File: src/rtl/gbfp_pkg.sv
package gbfp_pkg;

   // Parser phase codes
   typedef enum logic [3:0] {
      PH_SYNC1   = 4'd0,
      PH_SYNC2   = 4'd1,
      PH_CLASS   = 4'd2,
      PH_ID      = 4'd3,
      PH_LEN_LO  = 4'd4,
      PH_LEN_HI  = 4'd5,
      PH_PAYLOAD = 4'd6,
      PH_CK_A    = 4'd7,
      PH_CK_B    = 4'd8
   } phase_type;

   // Result kinds
   localparam logic KIND_PAYLOAD = 1'b0;
   localparam logic KIND_END     = 1'b1;

   // Frame-end status codes
   localparam logic [1:0] STATUS_GOOD     = 2'd0;
   localparam logic [1:0] STATUS_CKSUM    = 2'd1;
   localparam logic [1:0] STATUS_OVER_LEN = 2'd2;

   // Register indexes
   localparam int unsigned CSR_INDEX_W = 2;
   localparam logic [CSR_INDEX_W-1:0] CSR_SYNC_FIRST      = 2'd0;
   localparam logic [CSR_INDEX_W-1:0] CSR_SYNC_SECOND     = 2'd1;
   localparam logic [CSR_INDEX_W-1:0] CSR_MAX_PAYLOAD_LEN = 2'd2;
   localparam int unsigned CSR_DATA_W = 16;

   // Register reset values
   localparam logic [7:0]  SYNC_FIRST_RST      = 8'hB5;
   localparam logic [7:0]  SYNC_SECOND_RST     = 8'h62;
   localparam logic [15:0] MAX_PAYLOAD_LEN_RST = 16'd1024;

   typedef struct packed {
      logic [7:0]  sync_first;
      logic [7:0]  sync_second;
      logic [15:0] max_payload_len;
   } cfg_type;

   typedef struct packed {
      phase_type   phase;
      logic [7:0]  sum_a;
      logic [7:0]  sum_b;
      logic [7:0]  cur_class;
      logic [7:0]  cur_id;
      logic [15:0] cur_length;
      logic [15:0] payload_count;
      logic [7:0]  got_sum_a;
   } frame_state_type;

   typedef struct packed {
      logic        kind;
      logic [7:0]  data;
      logic [15:0] byte_index;
      logic [7:0]  msg_class;
      logic [7:0]  msg_id;
      logic [15:0] payload_length;
      logic [1:0]  status;
   } result_type;

endpackage

File: src/rtl/gbfp_step.sv
module gbfp_step (
   input  gbfp_pkg::cfg_type         cfg,
   input  gbfp_pkg::frame_state_type cur,
   input  logic [7:0]                rx_byte,
   output gbfp_pkg::frame_state_type nxt,
   output logic                      has_result,
   output gbfp_pkg::result_type      result
);

   logic [7:0]  add_a;
   logic [7:0]  add_b;
   logic [15:0] full_length;
   logic [15:0] count_inc;
   logic        over_limit;
   logic        cksum_ok;

   // Shared arithmetic for the running sums, length checks and checksum compare
   assign add_a       = cur.sum_a + rx_byte;
   assign add_b       = cur.sum_b + add_a;
   assign full_length = {rx_byte, cur.cur_length[7:0]};
   assign count_inc   = cur.payload_count + 16'd1;
   assign over_limit  = full_length > cfg.max_payload_len;
   assign cksum_ok    = (cur.got_sum_a == cur.sum_a) && (rx_byte == cur.sum_b);

   // Next phase
   always_comb begin
      case (cur.phase)
         gbfp_pkg::PH_SYNC2: begin
            if (rx_byte == cfg.sync_second) begin
               nxt.phase = gbfp_pkg::PH_CLASS;
            end else if (rx_byte == cfg.sync_first) begin
               nxt.phase = gbfp_pkg::PH_SYNC2;
            end else begin
               nxt.phase = gbfp_pkg::PH_SYNC1;
            end
         end
         gbfp_pkg::PH_CLASS:  nxt.phase = gbfp_pkg::PH_ID;
         gbfp_pkg::PH_ID:     nxt.phase = gbfp_pkg::PH_LEN_LO;
         gbfp_pkg::PH_LEN_LO: nxt.phase = gbfp_pkg::PH_LEN_HI;
         gbfp_pkg::PH_LEN_HI: begin
            if (over_limit) begin
               nxt.phase = gbfp_pkg::PH_SYNC1;
            end else if (full_length == 16'd0) begin
               nxt.phase = gbfp_pkg::PH_CK_A;
            end else begin
               nxt.phase = gbfp_pkg::PH_PAYLOAD;
            end
         end
         gbfp_pkg::PH_PAYLOAD: begin
            nxt.phase = (count_inc >= cur.cur_length) ? gbfp_pkg::PH_CK_A
                                                      : gbfp_pkg::PH_PAYLOAD;
         end
         gbfp_pkg::PH_CK_A: nxt.phase = gbfp_pkg::PH_CK_B;
         gbfp_pkg::PH_CK_B: nxt.phase = gbfp_pkg::PH_SYNC1;
         default: begin
            nxt.phase = (rx_byte == cfg.sync_first) ? gbfp_pkg::PH_SYNC2
                                                    : gbfp_pkg::PH_SYNC1;
         end
      endcase
   end

   // Frame fields, running sums and the result word
   always_comb begin
      nxt.sum_a         = cur.sum_a;
      nxt.sum_b         = cur.sum_b;
      nxt.cur_class     = cur.cur_class;
      nxt.cur_id        = cur.cur_id;
      nxt.cur_length    = cur.cur_length;
      nxt.payload_count = cur.payload_count;
      nxt.got_sum_a     = cur.got_sum_a;
      has_result        = 1'b0;
      result.kind           = gbfp_pkg::KIND_PAYLOAD;
      result.data           = 8'd0;
      result.byte_index     = 16'd0;
      result.msg_class      = cur.cur_class;
      result.msg_id         = cur.cur_id;
      result.payload_length = cur.cur_length;
      result.status         = gbfp_pkg::STATUS_GOOD;
      case (cur.phase)
         gbfp_pkg::PH_CLASS: begin
            // restart the sums on the class byte
            nxt.sum_a     = rx_byte;
            nxt.sum_b     = rx_byte;
            nxt.cur_class = rx_byte;
         end
         gbfp_pkg::PH_ID: begin
            nxt.sum_a  = add_a;
            nxt.sum_b  = add_b;
            nxt.cur_id = rx_byte;
         end
         gbfp_pkg::PH_LEN_LO: begin
            nxt.sum_a      = add_a;
            nxt.sum_b      = add_b;
            nxt.cur_length = {8'd0, rx_byte};
         end
         gbfp_pkg::PH_LEN_HI: begin
            nxt.sum_a         = add_a;
            nxt.sum_b         = add_b;
            nxt.cur_length    = full_length;
            nxt.payload_count = 16'd0;
            // drop an oversized frame right away
            if (over_limit) begin
               has_result            = 1'b1;
               result.kind           = gbfp_pkg::KIND_END;
               result.payload_length = full_length;
               result.status         = gbfp_pkg::STATUS_OVER_LEN;
            end
         end
         gbfp_pkg::PH_PAYLOAD: begin
            nxt.sum_a         = add_a;
            nxt.sum_b         = add_b;
            nxt.payload_count = count_inc;
            has_result        = 1'b1;
            result.data       = rx_byte;
            result.byte_index = cur.payload_count;
         end
         gbfp_pkg::PH_CK_A: begin
            nxt.got_sum_a = rx_byte;
         end
         gbfp_pkg::PH_CK_B: begin
            has_result    = 1'b1;
            result.kind   = gbfp_pkg::KIND_END;
            result.status = cksum_ok ? gbfp_pkg::STATUS_GOOD : gbfp_pkg::STATUS_CKSUM;
         end
         default: begin
         end
      endcase
   end

endmodule

File: src/rtl/gnss_binary_frame_parser_top.sv
// Binary frame parser with an 8-bit Fletcher check. It takes one received byte
// per cycle on the req_ side; every byte is first held in an input register and
// the frame state machine then consumes it, loading a result into the rsp_
// output register when it makes one (each payload byte with its index, and one
// frame-end word per frame with its status). Sustained rate is one byte per
// cycle as long as rsp_stall is low. req_stall rises only when the input
// register holds a byte that makes a result while the output register is full
// and stalled; bytes that make no result move on regardless. The csr_ port
// writes the sync bytes and the payload length limit; write it only while idle.
module gnss_binary_frame_parser_top (
   input  logic                                  clock,
   input  logic                                  reset,
   input  logic                                  req_valid,
   output logic                                  req_stall,
   input  logic [7:0]                            req_rx_byte,
   output logic                                  rsp_valid,
   input  logic                                  rsp_stall,
   output logic                                  rsp_kind,
   output logic [7:0]                            rsp_data,
   output logic [15:0]                           rsp_byte_index,
   output logic [7:0]                            rsp_msg_class,
   output logic [7:0]                            rsp_msg_id,
   output logic [15:0]                           rsp_payload_length,
   output logic [1:0]                            rsp_status,
   input  logic                                  csr_write_en,
   input  logic [gbfp_pkg::CSR_INDEX_W-1:0]      csr_index,
   input  logic [gbfp_pkg::CSR_DATA_W-1:0]       csr_wdata
);

   gbfp_pkg::cfg_type         cfg_ff;
   gbfp_pkg::frame_state_type state_ff;
   gbfp_pkg::frame_state_type state_in;
   gbfp_pkg::result_type      result_in;
   gbfp_pkg::result_type      rsp_ff;
   logic                      has_result;
   logic                      in_valid_ff;
   logic [7:0]                in_byte_ff;
   logic                      rsp_valid_ff;
   logic                      advance;
   logic                      req_accept;

   // Configuration registers
   always_ff @(posedge clock) begin
      if (reset) begin
         cfg_ff.sync_first      <= gbfp_pkg::SYNC_FIRST_RST;
         cfg_ff.sync_second     <= gbfp_pkg::SYNC_SECOND_RST;
         cfg_ff.max_payload_len <= gbfp_pkg::MAX_PAYLOAD_LEN_RST;
      end else if (csr_write_en) begin
         case (csr_index)
            gbfp_pkg::CSR_SYNC_FIRST:      cfg_ff.sync_first      <= csr_wdata[7:0];
            gbfp_pkg::CSR_SYNC_SECOND:     cfg_ff.sync_second     <= csr_wdata[7:0];
            gbfp_pkg::CSR_MAX_PAYLOAD_LEN: cfg_ff.max_payload_len <= csr_wdata;
            default: begin
            end
         endcase
      end
   end

   // Frame state machine logic
   gbfp_step u_step (
      .cfg        (cfg_ff),
      .cur        (state_ff),
      .rx_byte    (in_byte_ff),
      .nxt        (state_in),
      .has_result (has_result),
      .result     (result_in)
   );

   // Advance the held byte unless its result has nowhere to go
   assign advance    = in_valid_ff && (!has_result || !rsp_valid_ff || !rsp_stall);
   assign req_stall  = in_valid_ff && !advance;
   assign req_accept = req_valid && !req_stall;

   // Input register
   always_ff @(posedge clock) begin
      if (reset) begin
         in_valid_ff <= 1'b0;
      end else if (req_accept) begin
         in_valid_ff <= 1'b1;
      end else if (advance) begin
         in_valid_ff <= 1'b0;
      end
   end

   always_ff @(posedge clock) begin
      if (req_accept) begin
         in_byte_ff <= req_rx_byte;
      end
   end

   // Parser state
   always_ff @(posedge clock) begin
      if (reset) begin
         state_ff.phase         <= gbfp_pkg::PH_SYNC1;
         state_ff.sum_a         <= 8'd0;
         state_ff.sum_b         <= 8'd0;
         state_ff.cur_class     <= 8'd0;
         state_ff.cur_id        <= 8'd0;
         state_ff.cur_length    <= 16'd0;
         state_ff.payload_count <= 16'd0;
         state_ff.got_sum_a     <= 8'd0;
      end else if (advance) begin
         state_ff <= state_in;
      end
   end

   // Output register
   always_ff @(posedge clock) begin
      if (reset) begin
         rsp_valid_ff <= 1'b0;
      end else if (advance && has_result) begin
         rsp_valid_ff <= 1'b1;
      end else if (!rsp_stall) begin
         rsp_valid_ff <= 1'b0;
      end
   end

   always_ff @(posedge clock) begin
      if (advance && has_result) begin
         rsp_ff <= result_in;
      end
   end

   assign rsp_valid          = rsp_valid_ff;
   assign rsp_kind           = rsp_ff.kind;
   assign rsp_data           = rsp_ff.data;
   assign rsp_byte_index     = rsp_ff.byte_index;
   assign rsp_msg_class      = rsp_ff.msg_class;
   assign rsp_msg_id         = rsp_ff.msg_id;
   assign rsp_payload_length = rsp_ff.payload_length;
   assign rsp_status         = rsp_ff.status;

   // A payload word always carries good status
   a_payload_status : assert property (@(posedge clock) disable iff (reset)
      (rsp_valid && rsp_kind == gbfp_pkg::KIND_PAYLOAD) |-> rsp_status == gbfp_pkg::STATUS_GOOD)
      else $error("payload word with nonzero status");

   // A frame-end word has no data and no index
   a_end_fields : assert property (@(posedge clock) disable iff (reset)
      (rsp_valid && rsp_kind == gbfp_pkg::KIND_END) |-> (rsp_data == 8'd0 && rsp_byte_index == 16'd0))
      else $error("frame-end word with data or index");

   // After a frame end the parser hunts again
   a_end_resync : assert property (@(posedge clock) disable iff (reset)
      (advance && has_result && result_in.kind == gbfp_pkg::KIND_END)
      |=> state_ff.phase == gbfp_pkg::PH_SYNC1)
      else $error("parser did not resync after frame end");

   // The payload count stays below the declared length
   a_count_bound : assert property (@(posedge clock) disable iff (reset)
      state_ff.phase == gbfp_pkg::PH_PAYLOAD |-> state_ff.payload_count < state_ff.cur_length)
      else $error("payload count reached declared length inside payload");

   // A stalled result with a byte stuck behind it is not overwritten
   a_no_overrun : assert property (@(posedge clock) disable iff (reset)
      (rsp_valid && rsp_stall) |=> (rsp_valid && $stable(rsp_ff)))
      else $error("pending result lost");

endmodule
File: config.mk
export PLATFORM = sky130hd
export DESIGN_NAME = gnss_binary_frame_parser_top
export DESIGN_NICKNAME = d
export VERILOG_FILES = /design/src/rtl/gbfp_pkg.sv /design/src/rtl/gbfp_step.sv /design/src/rtl/gnss_binary_frame_parser_top.sv
export SDC_FILE = /design/constraint.sdc
export NUM_CORES = 1
export LEC_CHECK = 0
export BUFFER_PORTS_ARGS = -buffer_cell sky130_fd_sc_hd__buf_2
export CAP_MARGIN = 20
export CORE_AREA = 3 3 151 138
export CTS_CLUSTER_SIZE = 20
export DETAILED_ROUTE_END_ITERATION = 10
export DIE_AREA = 0 0 154 141
export PLACE_DENSITY = 0.75
export SETUP_SLACK_MARGIN = 0.3
export SLEW_MARGIN = 20
export SYNTH_ARGS = -nofsm -noshare
export SYNTH_HDL_FRONTEND = slang
export SYNTH_SLANG_ARGS = --single-unit
File: constraint.sdc
create_clock -name clock -period 6.6 [get_ports clock]
set_clock_uncertainty 0.15 [all_clocks]
set_input_delay 1.65 -clock clock [delete_from_list [all_inputs] [get_ports clock]]
set_output_delay 1.65 -clock clock [all_outputs]
set_load 0.1 [all_outputs]
=== Yosys cells after proc, flatten, opt, wreduce, memory -nomap -nowiden ===
Cells that the tools add are included.

* Bitwise gates (word level): 1
* Magnitude comparators: 2
* Multiplexer cells: 20
* Add/subtract/negate cells: 3
* Reduce and logical (&&, ||, !) cells: 30
* Equal/unequal tests: 15

{| class="wikitable"
|+ Operators with widths
! kind !! number
|-
| $pmux W16 S2 || 3
|-
| $eq A8 B8 Y1 || 4
|-
| $pmux W4 S8 || 1
|-
| $mux W18 || 1
|-
| $reduce_and A2 Y1 || 9
|-
| $add A16 B1 Y16 const B || 1
|-
| $add A8 B8 Y8 || 2
|-
| $eq A4 B3 Y1 const B || 4
|-
| $ge A16 B16 Y1 || 1
|-
| $gt A16 B16 Y1 || 1
|-
| $logic_not A16 Y1 || 1
|-
| $mux W16 || 1
|-
| $mux W1 || 9
|-
| $eq A4 B2 Y1 const B || 2
|-
| $mux W4 || 2
|-
| $reduce_bool A2 Y1 || 4
|-
| $logic_and A1 B1 Y1 || 5
|-
| $logic_not A1 Y1 || 5
|-
| $eq A4 B1 Y1 const B || 1
|-
| $eq A4 B4 Y1 const B || 1
|-
| $pmux W1 S2 || 2
|-
| $pmux W2 S2 || 1
|-
| $reduce_or A4 Y1 || 1
|-
| $reduce_and A3 Y1 || 1
|-
| other kinds (7) || 8
|}

* Input bits: 31
* Flip-flop bits (word level): 177
* Logic and storage cells: 93
* Output and inout bits: 61

=== Longest topological paths before layout ===
Gate-level depths: netlist of the first run.

* Word-level depth: 12
* Depth in mapped cells: 17
* Depth with buffers taken out: 17

=== By module ===
Synthesis of the first run repeated with hierarchy kept, for this count alone.

* Cells, all modules: 1084
* Area, all modules: 10301.1 um^2

{| class="wikitable"
|+ Modules (own cells, without submodules)
! module !! area each (um^2) !! seq. area each (um^2) !! times used !! cells each
|-
| gnss_binary_frame_parser_top || 6632.6 || 4214.0 || 1 || 535
|-
| gbfp_step || 3668.5 || 0.0 || 1 || 549
|}

=== Least setup slack after synthesis of the first run ===
Ideal clock, no wire load.

* Kind: input to register
* From: in rsp_stall
* To: reg rsp_ff (netlist bit rsp_byte_index[0]), enable pin
* Data required time: 5.974 ns
* Arrival: 4.436 ns
* Stages on the path: 3
* Setup slack: 1.537 ns
* Buffers on the path: 1
* Cells stage by stage: and2_1 -> clkbuf_1 -> nor2_1

* Word-level cells in the longest chain between the ends: 4

{| class="wikitable"
|+ RTL lines
! element !! line !! RTL
|-
| start, declared || gnss_binary_frame_parser_top.sv:17 || <nowiki>input logic rsp_stall,</nowiki>
|-
| $logic_not A1 Y1 || n/a ||
|-
| $logic_or A1 B1 Y1 || gnss_binary_frame_parser_top.sv:70 || <nowiki>assign advance = in_valid_ff && (!has_result || !rsp_valid_ff || !rsp_stall);</nowiki>
|-
| $logic_and A1 B1 Y1 || gnss_binary_frame_parser_top.sv:70 ||
|-
| $logic_and A1 B1 Y1 || gnss_binary_frame_parser_top.sv:119 || <nowiki>if (advance && has_result) begin</nowiki>
|-
| end signal, assigned || gnss_binary_frame_parser_top.sv:120 || <nowiki>rsp_ff <= result_in;</nowiki>
|-
| end, declared || gnss_binary_frame_parser_top.sv:34 || <nowiki>gbfp_pkg::result_type rsp_ff;</nowiki>
|}

Every way passes these cells.
A chain may end at the register's enable or synchronous reset.

=== Worst setup path in the final report of the first run ===
* From: reg in_byte_ff[6]
* To: out req_stall

* Word-level cells in the longest chain between the ends: 9

{| class="wikitable"
|+ RTL lines
! element !! line !! RTL
|-
| start, declared || gnss_binary_frame_parser_top.sv:37 || <nowiki>logic [7:0] in_byte_ff;</nowiki>
|-
| start signal, assigned || gnss_binary_frame_parser_top.sv:87 || <nowiki>in_byte_ff <= req_rx_byte;</nowiki>
|-
| $gt A16 B16 Y1 || gbfp_step.sv:22 || <nowiki>assign over_limit = full_length > cfg.max_payload_len;</nowiki>
|-
| $mux W1 || gbfp_step.sv:102 || <nowiki>if (over_limit) begin</nowiki>
|-
| $pmux W1 S2 || gbfp_step.sv:79 || <nowiki>case (cur.phase)</nowiki>
|-
| $logic_not A1 Y1 || gnss_binary_frame_parser_top.sv:70 ||
|-
| $logic_or A1 B1 Y1 (2 in a row) || gnss_binary_frame_parser_top.sv:70 ||
|-
| $logic_and A1 B1 Y1 || gnss_binary_frame_parser_top.sv:70 ||
|-
| $logic_not A1 Y1 || gnss_binary_frame_parser_top.sv:71 || <nowiki>assign req_stall = in_valid_ff && !advance;</nowiki>
|-
| $logic_and A1 B1 Y1 || gnss_binary_frame_parser_top.sv:71 ||
|-
| end, declared || gnss_binary_frame_parser_top.sv:14 || <nowiki>output logic req_stall,</nowiki>
|}

Every way passes these cells.

==> impl_results.md, run 1 <==
* Root Buffer: clkbuf_16
* Pin count of the biggest net entering global routing at 60
* Non-Filler Instances at 1188
* R2r worst-path depth at 10
* WP data required at 4.80 ns
* Worst-Skew Late Latency at 0.44 ns
* Core area at 0.0193 mm2
* Fin Setup TNS at 0 ns
* Warnings from Yosys at 0
* Nets at 1005
* Max Cap Viol at 0
* Ys async rst share at 0%
* FF+latch count, synth at 177
* Initial Util at 44.9%
* Post-DR vias/cell at 5.50
* Hold Path Depth at 0
* Hold slack at 0.281 ns
* # port buffers at 91
* GPL Wtd Cong at 0.920
* Most common cell after layout, fill and taps aside: nand2_1
* Max Clock Freq at 186 MHz
* Main synth FF type: dfxtp_1
* Max Transition Viols Final at 0
* Avg Inst Size Synth at 10.1 um2
* Gr ovfl total at 0
* Die Span X at 154 um
* Syn nets at 933
* Power per cell area at 262 mW/mm2
* Hold-fix buffers, CTS at 0
* Drc violations at 0
* Die Y at 141 um
* Min Tclk post-route at 5.39 ns
* Routed Antenna Nets at 0
* Initial antenna violation count at 0
* Leak at 3.99 nW
* Post-synth cell types at 67
* DRT Pass-1 Iters at 5
* CTS max path bufs at 2
* Wire per inst at 17.5 um
* Post-DP HPWL at 15.2 mm
* CTS tree: built
* H-Tree Level Count at 4
* Starting DRT DRC Count at 506
* Clk sinks at 177
* Post-synthesis cell count at 853
* CP Capture Type: primary output
* Least-Margin Pin Slew at 0.765 ns
* Most frequent cells in the layout: nand2_1, dfxtp_1, buf_2
* Tcrit/Tclk final at 81.6%
* Share of cells above drive strength 1 at 15.9%
* Worst EP arrival at 3.59 ns
* Slew HR at 49.0%
* Via count at 6537
* N_diodes at 0
* RSZ-0062 raised after global routing: no
* Post-synth EDFFs at 67
* Num CTS Buffers at 17
* Tot GR Track Use at 19.4%
* DP Cell Count at 1155
* Critical path class: register to primary output
* Cell area after synthesis at 0.00865 mm2
* Row count at 48
* Reg clk slew, reported paths at 0.07 ns
* Top Ports at 92
* Peak VDD IR at 0.154 mV
* Final Hold Viols at 0
* Crit path max fanout at 17
* First-pass GRT wire length at 33.6 mm
* Min-delay worst type: register to register
* Final setup vio count at 0
* Register area share after synthesis at 48.7%
* Vias in the first global route at 6317
* Post-CTS setup buffer count at 0
* Cts repair resizes at 0
* Detailed Route WL at 20.8 mm
* Die area at 0.0217 mm2
* Startpoint types: register
* Status: finished, final reports clean
* Area Growth Syn to Fin at 14.6%
worst max-delay path, stage by stage (launching register included):
cell and delay [ns]:
edfxtp_1 0.60, ha_1 0.43, nand4_1 0.17, nor4_1 0.39
a21boi_0 0.22, o31a_1 0.15, buf_4 0.25, a211o_1 0.22
nand2_1 0.15, nor2_1 0.13, buf_2 0.44
stage by stage:
step | area, um2 | power [mW] | setup slack, ns | utilization (%)
2_1_floorplan | 8650 | 1.45 | 1.54 | -
3_3_place_gp | 9270 | 1.52 | 1.81 | 48.1
3_5_place_dp | 9270 | 1.53 | 1.72 | 48.1
4_1_cts | 9910 | 2.61 | 1.23 | 51.4
5_1_grt | 9920 | 2.70 | 0.934 | 51.4
6_report | 9920 | 2.60 | 1.21 | 51.4
per-layer routing:
| layer | vias up | global-route usage (%) | part of all wire [%] |
|---|---|---|---|
| met5 | - | 0 | 0 |
| li1 | 3182 | - | - |
| met1 | 3052 | 27.1 | 45 |
| met3 | 56 | 4.21 | 7.4 |
| met4 | 0 | 8.74 | 3.6 |
| met2 | 247 | 29.1 | 44 |
report_power, final:
part	switching [mW]	internal (mW)	total [mW]
sequential	0.0446	1.16	1.20
combinational	0.182	0.121	0.303
clock	0.422	0.672	1.09
total	0.649	1.95	2.60
cell families (layout without fill, tap and decap cells):
family | Yosys count | count (layout) | share of synthesized area, %
AO/OA/AOI/OAI | 148 | 148 | 13.0
AND/OR/NAND/NOR | 275 | 275 | 14.9
XOR/XNOR | 59 | 59 | 5.97
adder cells (fa/ha/maj) | 49 | 49 | 7.26
flip-flops | 177 | 177 | 48.7
buffers and inverters | 97 | 182 | 4.66
multiplexers | 48 | 48 | 5.55
synth_stat cells, drive strengths merged, types with 4 or more instances:
cell type    n  area share, %
o31ai        6           0.58
and2        27            2.0
mux2i       48            5.6
a21oi       40            2.4
nor4         9           0.72
xor2        14            1.4
a32o        14            1.6
a21o         4           0.35
nor3        17            1.0
a311oi      12            1.3
inv         50            2.2
clkbuf      31            1.3
nor2b        4           0.29
nand3       22            1.3
a211oi       5           0.72
nor2        37            1.6
o21ai       23            1.3
a22o         8           0.81
ha          47            6.8
o211ai       7           0.67
nand2      126            5.5
dfxtp      110             25
edfxtp      67             23
and3         5           0.36
nand4       16            1.2
xnor2       45            4.6
buf         15            1.1
final cells by class:
cell class / instances / area [um2]
Fill cell: 1740 / 9360
Sequential cell: 177 / 4210
Multi-Input combinational cell: 579 / 4050
Timing Repair Buffer: 99 / 515
Clock buffer: 18 / 429
Tap cell: 250 / 313
Clock inverter: 14 / 210
Inverter: 51 / 191
registers in the layout, indices dropped and copies added, names as in the netlist:
name	count
cfg_ff	32
in_byte_ff	8
in_valid_ff	1
rsp_byte_index	16
rsp_data	8
rsp_kind	1
rsp_msg_class	8
rsp_msg_id	8
rsp_payload_length	16
rsp_status	2
rsp_valid	1
state_ff	76
final timing paths:
check,start,end,slack (ns)
setup / recovery,in_byte_ff[6]$_DFFE_PP_,req_stall,1.21
setup reg to reg,in_byte_ff[6]$_DFFE_PP_,rsp_payload_length[1]$_DFFE_PP_,2.72
hold / removal,state_ff[52]$_SDFFE_PP0P_,rsp_msg_class[4]$_DFFE_PP_,0.28
hold reg to reg,state_ff[52]$_SDFFE_PP0P_,rsp_msg_class[4]$_DFFE_PP_,0.28
Note: power is estimated with default switching activity, not from simulation.
==> inputs of run 2 (changes only) <==
- ABC_AREA: default -> 1
- CORE_AREA: 3 3 151 138 -> 3 3 154 141
- DIE_AREA: 0 0 154 141 -> 0 0 157 144
- PLACE_DENSITY: 0.75 -> 0.77
- clock period: 6.6 -> 4.4 ns (I/O delays scaled with it)
==> impl_results.md, run 2 <==
* Status: finished, final reports clean
* Crit-path cells: buf_4 -> ha_1 -> nand4_1 -> nor3_2 -> nand2_1 -> nand2_1 -> nand3_2 -> nand2_2 -> nand3_1 -> inv_1 -> clkbuf_4
* Sequential Power Share at 47.1% (+0.8 points)
* Min-delay worst type: register to register
* Top Ports at 92 (unchanged)
* Min Tclk post-route at 3.87 ns
* N_diodes at 0 (unchanged)
* Post-DP HPWL at 15.2 mm (-0.28%)
* Hold slack at 0.281 ns (+0.000801 ns)
* Register area share after synthesis at 46.8% (-1.9 points)
* Biggest regs: state_ff x76, cfg_ff x32
* CP top delay family: simple AND/OR/NAND/NOR gates
* CP startpoint: in_byte_ff[2]$_DFFE_PP_
* GR Util met2 at 30.8% (+1.7 points)
* Wire per inst at 14.5 um (-17%)
* Nets at 1310 (+30%)
* Pre-CTS worst setup slack at 0.821 ns (-0.898 ns)
* Clock share of power at 40.6% (-1.5 points)
* Area contributors post-synth: dfxtp_1, edfxtp_1, nand2_1, nor2_1, ha_1
* Post-DR vias/cell at 5.04 (-8.3%)
* Yosys top cell by area: dfxtp_1
* Min-delay src: state_ff[52]$_SDFFE_PP0P_
* Initial antenna violation count at 0 (unchanged)
* Combinational Power Share at 12.3% (+0.6 points)
* Cts repair resizes at 0 (unchanged)
* Top-area cell type share of the netlist area at 24.4% (-1.0 points)
* Cell mode on critical path: nand2_1
* Gr ovfl total at 0 (unchanged)
* Hold-fix buffers, CTS at 0 (unchanged)
* Row count at 49 (+2.1%)
* Power per cell area at 363 mW/mm2 (+39%)
* Final instance area at 0.0103 mm2 (+3.8%)
* Slew HR at 30.7% (-18 points)
* Initial Util at 45.0% (+0.075 points)
* WP data required at 3.15 ns (-1.65 ns)
* Met3 Usage GRT at 4.16% (-0.046 points)
* Ys async rst share at 0% (unchanged)
* CTS tree: built
* Peak VDD IR at 0.274 mV (+78%)
* Die area at 0.0226 mm2 (+4.1%)
* Share of cells above drive strength 1 at 12.9% (-3.0 points)
* Avg Inst Size Synth at 7.88 um2 (-22%)
* Final Hold Viols at 0 (unchanged)
* Post-synth EDFFs at 67 (unchanged)
* Pin count of the biggest net entering global routing at 55 (-8.3%)
* Post-synth cell types at 39 (-42%)
* Final setup margin at 0.525 ns (-0.688 ns)
* Fin Setup TNS at 0 ns (unchanged)
* Area Growth Syn to Fin at 14.2%
* Slowest CP cell: edfxtp_1
* Core area at 0.0200 mm2 (+4.0%)
* Via count at 7556 (+16%)
* Count leader, synth: nand2_1
* Worst EP arrival at 2.62 ns (-0.97 ns)
* Post-synthesis cell count at 1144 (+34%)
* Most common cell after layout, fill and taps aside: nand2_1
* Warnings from Yosys at 0 (unchanged)
* Net Switching at 1.01 mW (+56%)
* RSZ-0062 raised after global routing: no
* Fin util at 51.4% (-0.090 points)
* Main synth FF type: dfxtp_1
* Startpoint types: register
* Max Clock Freq at 258 MHz
* Switching Fraction at 27.0% (+2.0 points)
* Max Transition Viols Final at 0 (unchanged)
* First-pass GRT wire length at 35.1 mm (+4.5%)
* CTS max path bufs at 2 (unchanged)
* Die Y at 144 um (+2.1%)
* Drc violations at 0 (unchanged)
* DP Area at 0.00971 mm2 (+4.7%)
* CP bufs+invs at 3 (+1)
* Root Buffer: clkbuf_16
* Biggest register: state_ff
* Least-Margin Pin Slew at 1.03 ns (+0.267 ns)
* Top post-synthesis cells by count: nand2_1, nor2_1, inv_1
* FF+latch count, synth at 177 (unchanged)
* Crit path max fanout at 10 (-7)
* Delay of the slowest cell on the worst path at 0.37 ns (-0.23 ns)
* Final setup vio count at 0 (unchanged)
* Clk sinks at 177 (unchanged)
* Syn nets at 1224 (+31%)
* Met1 GRT Util at 26.9% (-0.18 points)
* Num CTS Buffers at 17 (unchanged)
* Int Pwr at 2.73 mW (+40%)
* Cell area after synthesis at 0.00901 mm2 (+4.2%)
* Tot GR Track Use at 19.5% (+0.10 points)
* # port buffers at 91 (unchanged)
* Design Power at 3.74 mW (+44%)
* Die Span X at 157 um (+1.9%)
* CP Capture Type: primary output
* Starting DRT DRC Count at 663 (+31%)
* Max reg flops at 76 (unchanged)
* Max Cap Viol at 0 (unchanged)
* DRT Pass-1 Iters at 8 (+3)
* Leak at 4.75 nW (+19%)
* Grt peak-use layer: met2
* H-Tree Level Count at 4 (unchanged)
* Vias in the first global route at 7009 (+11%)
* GPL Wtd Cong at 0.882 (-4.2%)
* Reg clk slew, reported paths at 0.07 ns (about the same)
* Fillcell total at 1817 (+4.4%)
* Tcrit/Tclk final at 88.1%
* Worst-Skew Late Latency at 0.43 ns (about the same)
* Post-CTS setup buffer count at 0 (unchanged)
* Critical path class: register to primary output
* Worst r2r src: in_byte_ff[2]$_DFFE_PP_
* Detailed Route WL at 21.8 mm (+4.6%)
* Routed Antenna Nets at 0 (unchanged)
* DP Cell Count at 1466 (+27%)
* Most frequent cells in the layout: nand2_1, nor2_1, inv_1
* Non-Filler Instances at 1498 (+26%)
run 2: changes by cell type after synthesis, moves of 12 or more:
cell / delta
a21oi_1: +28
nand3_1: +17
a32o_1: -14
inv_1: +93
nor2_1: +156
xor2_1: +12
o21ai_0: +25
clkbuf_1: -13
xnor2_1: -27
and2_1: -24
mux2i_1: -48
nand2_1: +140
run 2: final cells by class:
type	instances	area (um2)	area share, %
clock buffer	17	425	4.13
timing repair buffer	106	583	5.66
clock inverter	15	156	1.52
multi-input combinational	779	4040	39.2
inverter	149	559	5.43
sequential	177	4210	40.9
tap	255	319	3.10
run 2: kinds of logic (layout without fill, tap and decap cells):
group / after synthesis / after routing / synth area share (%)
AOI/OAI and AO/OA: 129 / 129 / 7.54
xor gates and xnor gates: 44 / 44 / 4.28
adders and majority gates: 49 / 49 / 6.97
buffers and inverters: 188 / 287 / 8.48
DFF: 177 / 177 / 46.8
and+or+nand+nor: 557 / 557 / 26.0
run 2: power groups by stage:
stage / Combinational, mW / Sequential (mW) / Clock, mW
2_1_floorplan: 0.311 / 1.82 / 0
3_3_place_gp: 0.444 / 1.80 / 0
3_5_place_dp: 0.452 / 1.80 / 0
4_1_cts: 0.456 / 1.76 / 1.53
5_1_grt: 0.515 / 1.77 / 1.61
6_report: 0.461 / 1.76 / 1.52
run 2: layer usage:
metal  part of all wire [%]  vias up
met3                    5.9       42
met1                     47     3439
met2                     45      257
met4                    2.5        0
met5                      0        -
li1                       -     3818
run 2: final timing paths:
check,end,slack (ns),cells after the start
worst max-delay path,req_stall,0.53,11
worst min-delay path,rsp_msg_class[4]$_DFFE_PP_,0.28,0
worst min register to register,rsp_msg_class[4]$_DFFE_PP_,0.28,0
worst max register to register,rsp_msg_class[0]$_DFFE_PP_,1.02,13
run 2: worst reg2reg max path: stages (launching register included):
cell and delay (ns):
edfxtp_1 0.37, buf_4 0.20, ha_1 0.31, nand4_1 0.12, nor3_2 0.20, nand3_1 0.15, nand3_2 0.13, nand2_2 0.09
nand2_4 0.19, nand2_1 0.15, inv_1 0.13, nand2_1 0.10, inv_2 0.46, buf_12 0.30
==> inputs of run 3 (changes only) <==
- RECOVER_POWER: default -> 50
==> impl_results.md, run 3 (same netlist as run 2, synthesis figures left out) <==
* Status: finished, violations left
* Failing checks: max-capacitance violations
* R2r worst-path depth at 13 (unchanged)
* Most common cell after layout, fill and taps aside: nand2_1
* Initial antenna violation count at 0 (unchanged)
* Routed Antenna Nets at 0 (unchanged)
* Row count at 49 (unchanged)
* GPL Wtd Cong at 0.882 (unchanged)
* Grt peak-use layer: met2
* R2r setup slk at 0.85 ns (-0.17 ns)
* CTS max path bufs at 2 (unchanged)
* Gr ovfl total at 0 (unchanged)
* Final setup vio count at 0 (unchanged)
* Wire per inst at 14.6 um (+0.28%)
* Most frequent cells in the layout: nand2_1, nor2_1, inv_1
* CP top delay family: simple AND/OR/NAND/NOR gates
* Hold Path End: rsp_msg_class[4]$_DFFE_PP_
* Hold Path Depth at 0 (unchanged)
* Starting DRT DRC Count at 595 (-10%)
* Pre-CTS worst setup slack at 0.821 ns (unchanged)
* Min-delay worst type: register to register
* Delay of the slowest cell on the worst path at 0.37 ns (about the same)
* Clk sinks at 177 (unchanged)
* Final Hold Viols at 0 (unchanged)
* Slew HR at 2.08% (-29 points)
* N_diodes at 0 (unchanged)
* Vias in the first global route at 7009 (unchanged)
* Peak VDD IR at 0.271 mV (-0.83%)
* Drc violations at 0 (unchanged)
* Num CTS Buffers at 17 (unchanged)
* Initial Util at 45.0% (unchanged)
* Max Clock Freq at 249 MHz (-3.6%)
* Biggest register: state_ff
* Detailed Route WL at 21.9 mm (+0.28%)
* CTS tree: built
* Die area at 0.0226 mm2 (unchanged)
* Leak at 4.60 nW (-3.0%)
* Fin Setup TNS at 0 ns (unchanged)
* Hold slack at 0.281 ns (-0.0000260 ns)
* Worst EP arrival at 2.77 ns (+0.15 ns)
* CP bufs+invs at 3 (unchanged)
* Pin count of the biggest net entering global routing at 55 (unchanged)
* H-Tree Level Count at 4 (unchanged)
* Slowest CP cell: edfxtp_1
* Power per cell area at 367 mW/mm2 (+1.0%)
* Met3 Usage GRT at 4.16% (unchanged)
* Die Span X at 157 um (unchanged)
* GR Util met2 at 30.8% (unchanged)
* Max Transition Viols Final at 0 (unchanged)
* Final instance area at 0.0102 mm2 (-1.1%)
* Die Y at 144 um (unchanged)
* Critical path class: register to primary output
* WP data required at 3.15 ns (about the same)
* DP Area at 0.00971 mm2 (unchanged)
* RSZ-0062 raised after global routing: no
* DRT Pass-1 Iters at 5 (-3)
* Tot GR Track Use at 19.5% (unchanged)
* Tcrit/Tclk final at 91.4% (+3.3 points)
* Crit-path cells: buf_4 -> ha_1 -> nand4_1 -> nor3_1 -> nand2_1 -> nand2_1 -> nand3_1 -> nand2_2 -> nand3_1 -> inv_1 -> clkbuf_4
* Biggest regs: state_ff x76, cfg_ff x32
* First-pass GRT wire length at 35.1 mm (unchanged)
* CP Capture Type: primary output
* Post-DR vias/cell at 5.03 (-0.25%)
* Top Ports at 92 (unchanged)
* Min Tclk post-route at 4.02 ns (+0.147 ns)
* Share of cells above drive strength 1 at 7.16% (-5.7 points)
* Root Buffer: clkbuf_16
* Post-DP HPWL at 15.2 mm (unchanged)
* Fin util at 50.8% (-0.56 points)
* Worst r2r src: in_byte_ff[2]$_DFFE_PP_
* Max Cap Viol at 1 (+1)
* Area Growth Syn to Fin at 13.0%
* Final setup margin at 0.379 ns (-0.147 ns)
* Crit path max fanout at 10 (unchanged)
* Worst-Skew Late Latency at 0.44 ns (about the same)
* Met1 GRT Util at 26.9% (unchanged)
* Via count at 7537 (-0.25%)
* FF-to-FF End: rsp_msg_class[1]$_DFFE_PP_
* # port buffers at 91 (unchanged)
* Nets at 1310 (unchanged)
* Startpoint types: register
* Min-delay src: state_ff[52]$_SDFFE_PP0P_
* Least-Margin Pin Slew at 1.47 ns (+0.436 ns)
* Reg clk slew, reported paths at 0.07 ns (about the same)
* Core area at 0.0200 mm2 (unchanged)
* Max reg flops at 76 (unchanged)
==> run 3: cell count changes in the layout (fill, tap and decap cells not counted) <==
cell      previous run  this run
nand3_2              1         0
nand3_4              4         3
nand3_1             39        41
nor3_1              15        17
inv_1              141       144
buf_4               14        12
clkbuf_1             0        64
buf_2               90        28
inv_2                8         5
nor3_2               2         0
==> run 3: how the worst max path moves through the flow <==
stage | depth (start not counted) | slack [ns] | to | start
after floorplan | 12 | 0.80 | rsp_byte_index[0]$_SDFFCE_PN0P_ | in_byte_ff[3]$_DFFE_PP_
final | 11 | 0.38 | req_stall | in_byte_ff[2]$_DFFE_PP_
after global placement | 11 | 0.88 | req_stall | in_byte_ff[2]$_DFFE_PP_
after CTS | 11 | 0.33 | req_stall | in_byte_ff[2]$_DFFE_PP_
after global routing | 11 | 0.24 | req_stall | in_byte_ff[2]$_DFFE_PP_
after detailed placement | 11 | 0.82 | req_stall | in_byte_ff[2]$_DFFE_PP_
==> run 3: per-stage QoR <==
stage          total power [mW]  cells
6_report                   3.74   1498
3_5_place_dp               2.25   1466
2_1_floorplan              2.13   1144
3_3_place_gp               2.24   1466
4_1_cts                    3.75   1498
5_1_grt                    3.89   1498
==> run 3: metal layers <==
| layer | wire, um | vias up | share of wire, % |
|---|---|---|---|
| li1 | - | 3822 | - |
| met1 | 10300 | 3430 | 47 |
| met4 | 464 | 0 | 2.1 |
| met5 | 0 | - | 0 |
| met3 | 1290 | 38 | 5.9 |
| met2 | 9840 | 247 | 45 |
==> run 3: report_power, final <==
part           total [mW]  switching (mW)  internal (mW)
clock                1.52           0.673          0.844
combinational       0.458           0.306          0.152
sequential           1.76          0.0279           1.73
==> run 3: repair_timing <==
item	4_1_cts	5_1_grt
buffers inserted	0	0
gates resized for setup	0	2
endpoints found under the setup margin	0	1
hold buffers	0	0
==> run 3: layout make-up <==
type | instances | area (um2)
Clock inverter | 15 | 156
Tap cell | 255 | 319
Inverter | 149 | 559
Sequential cell | 177 | 4210
Clock buffer | 17 | 425
Multi-Input combinational cell | 779 | 4010
Timing Repair Buffer | 106 | 498
Fill cell | 1863 | 9860
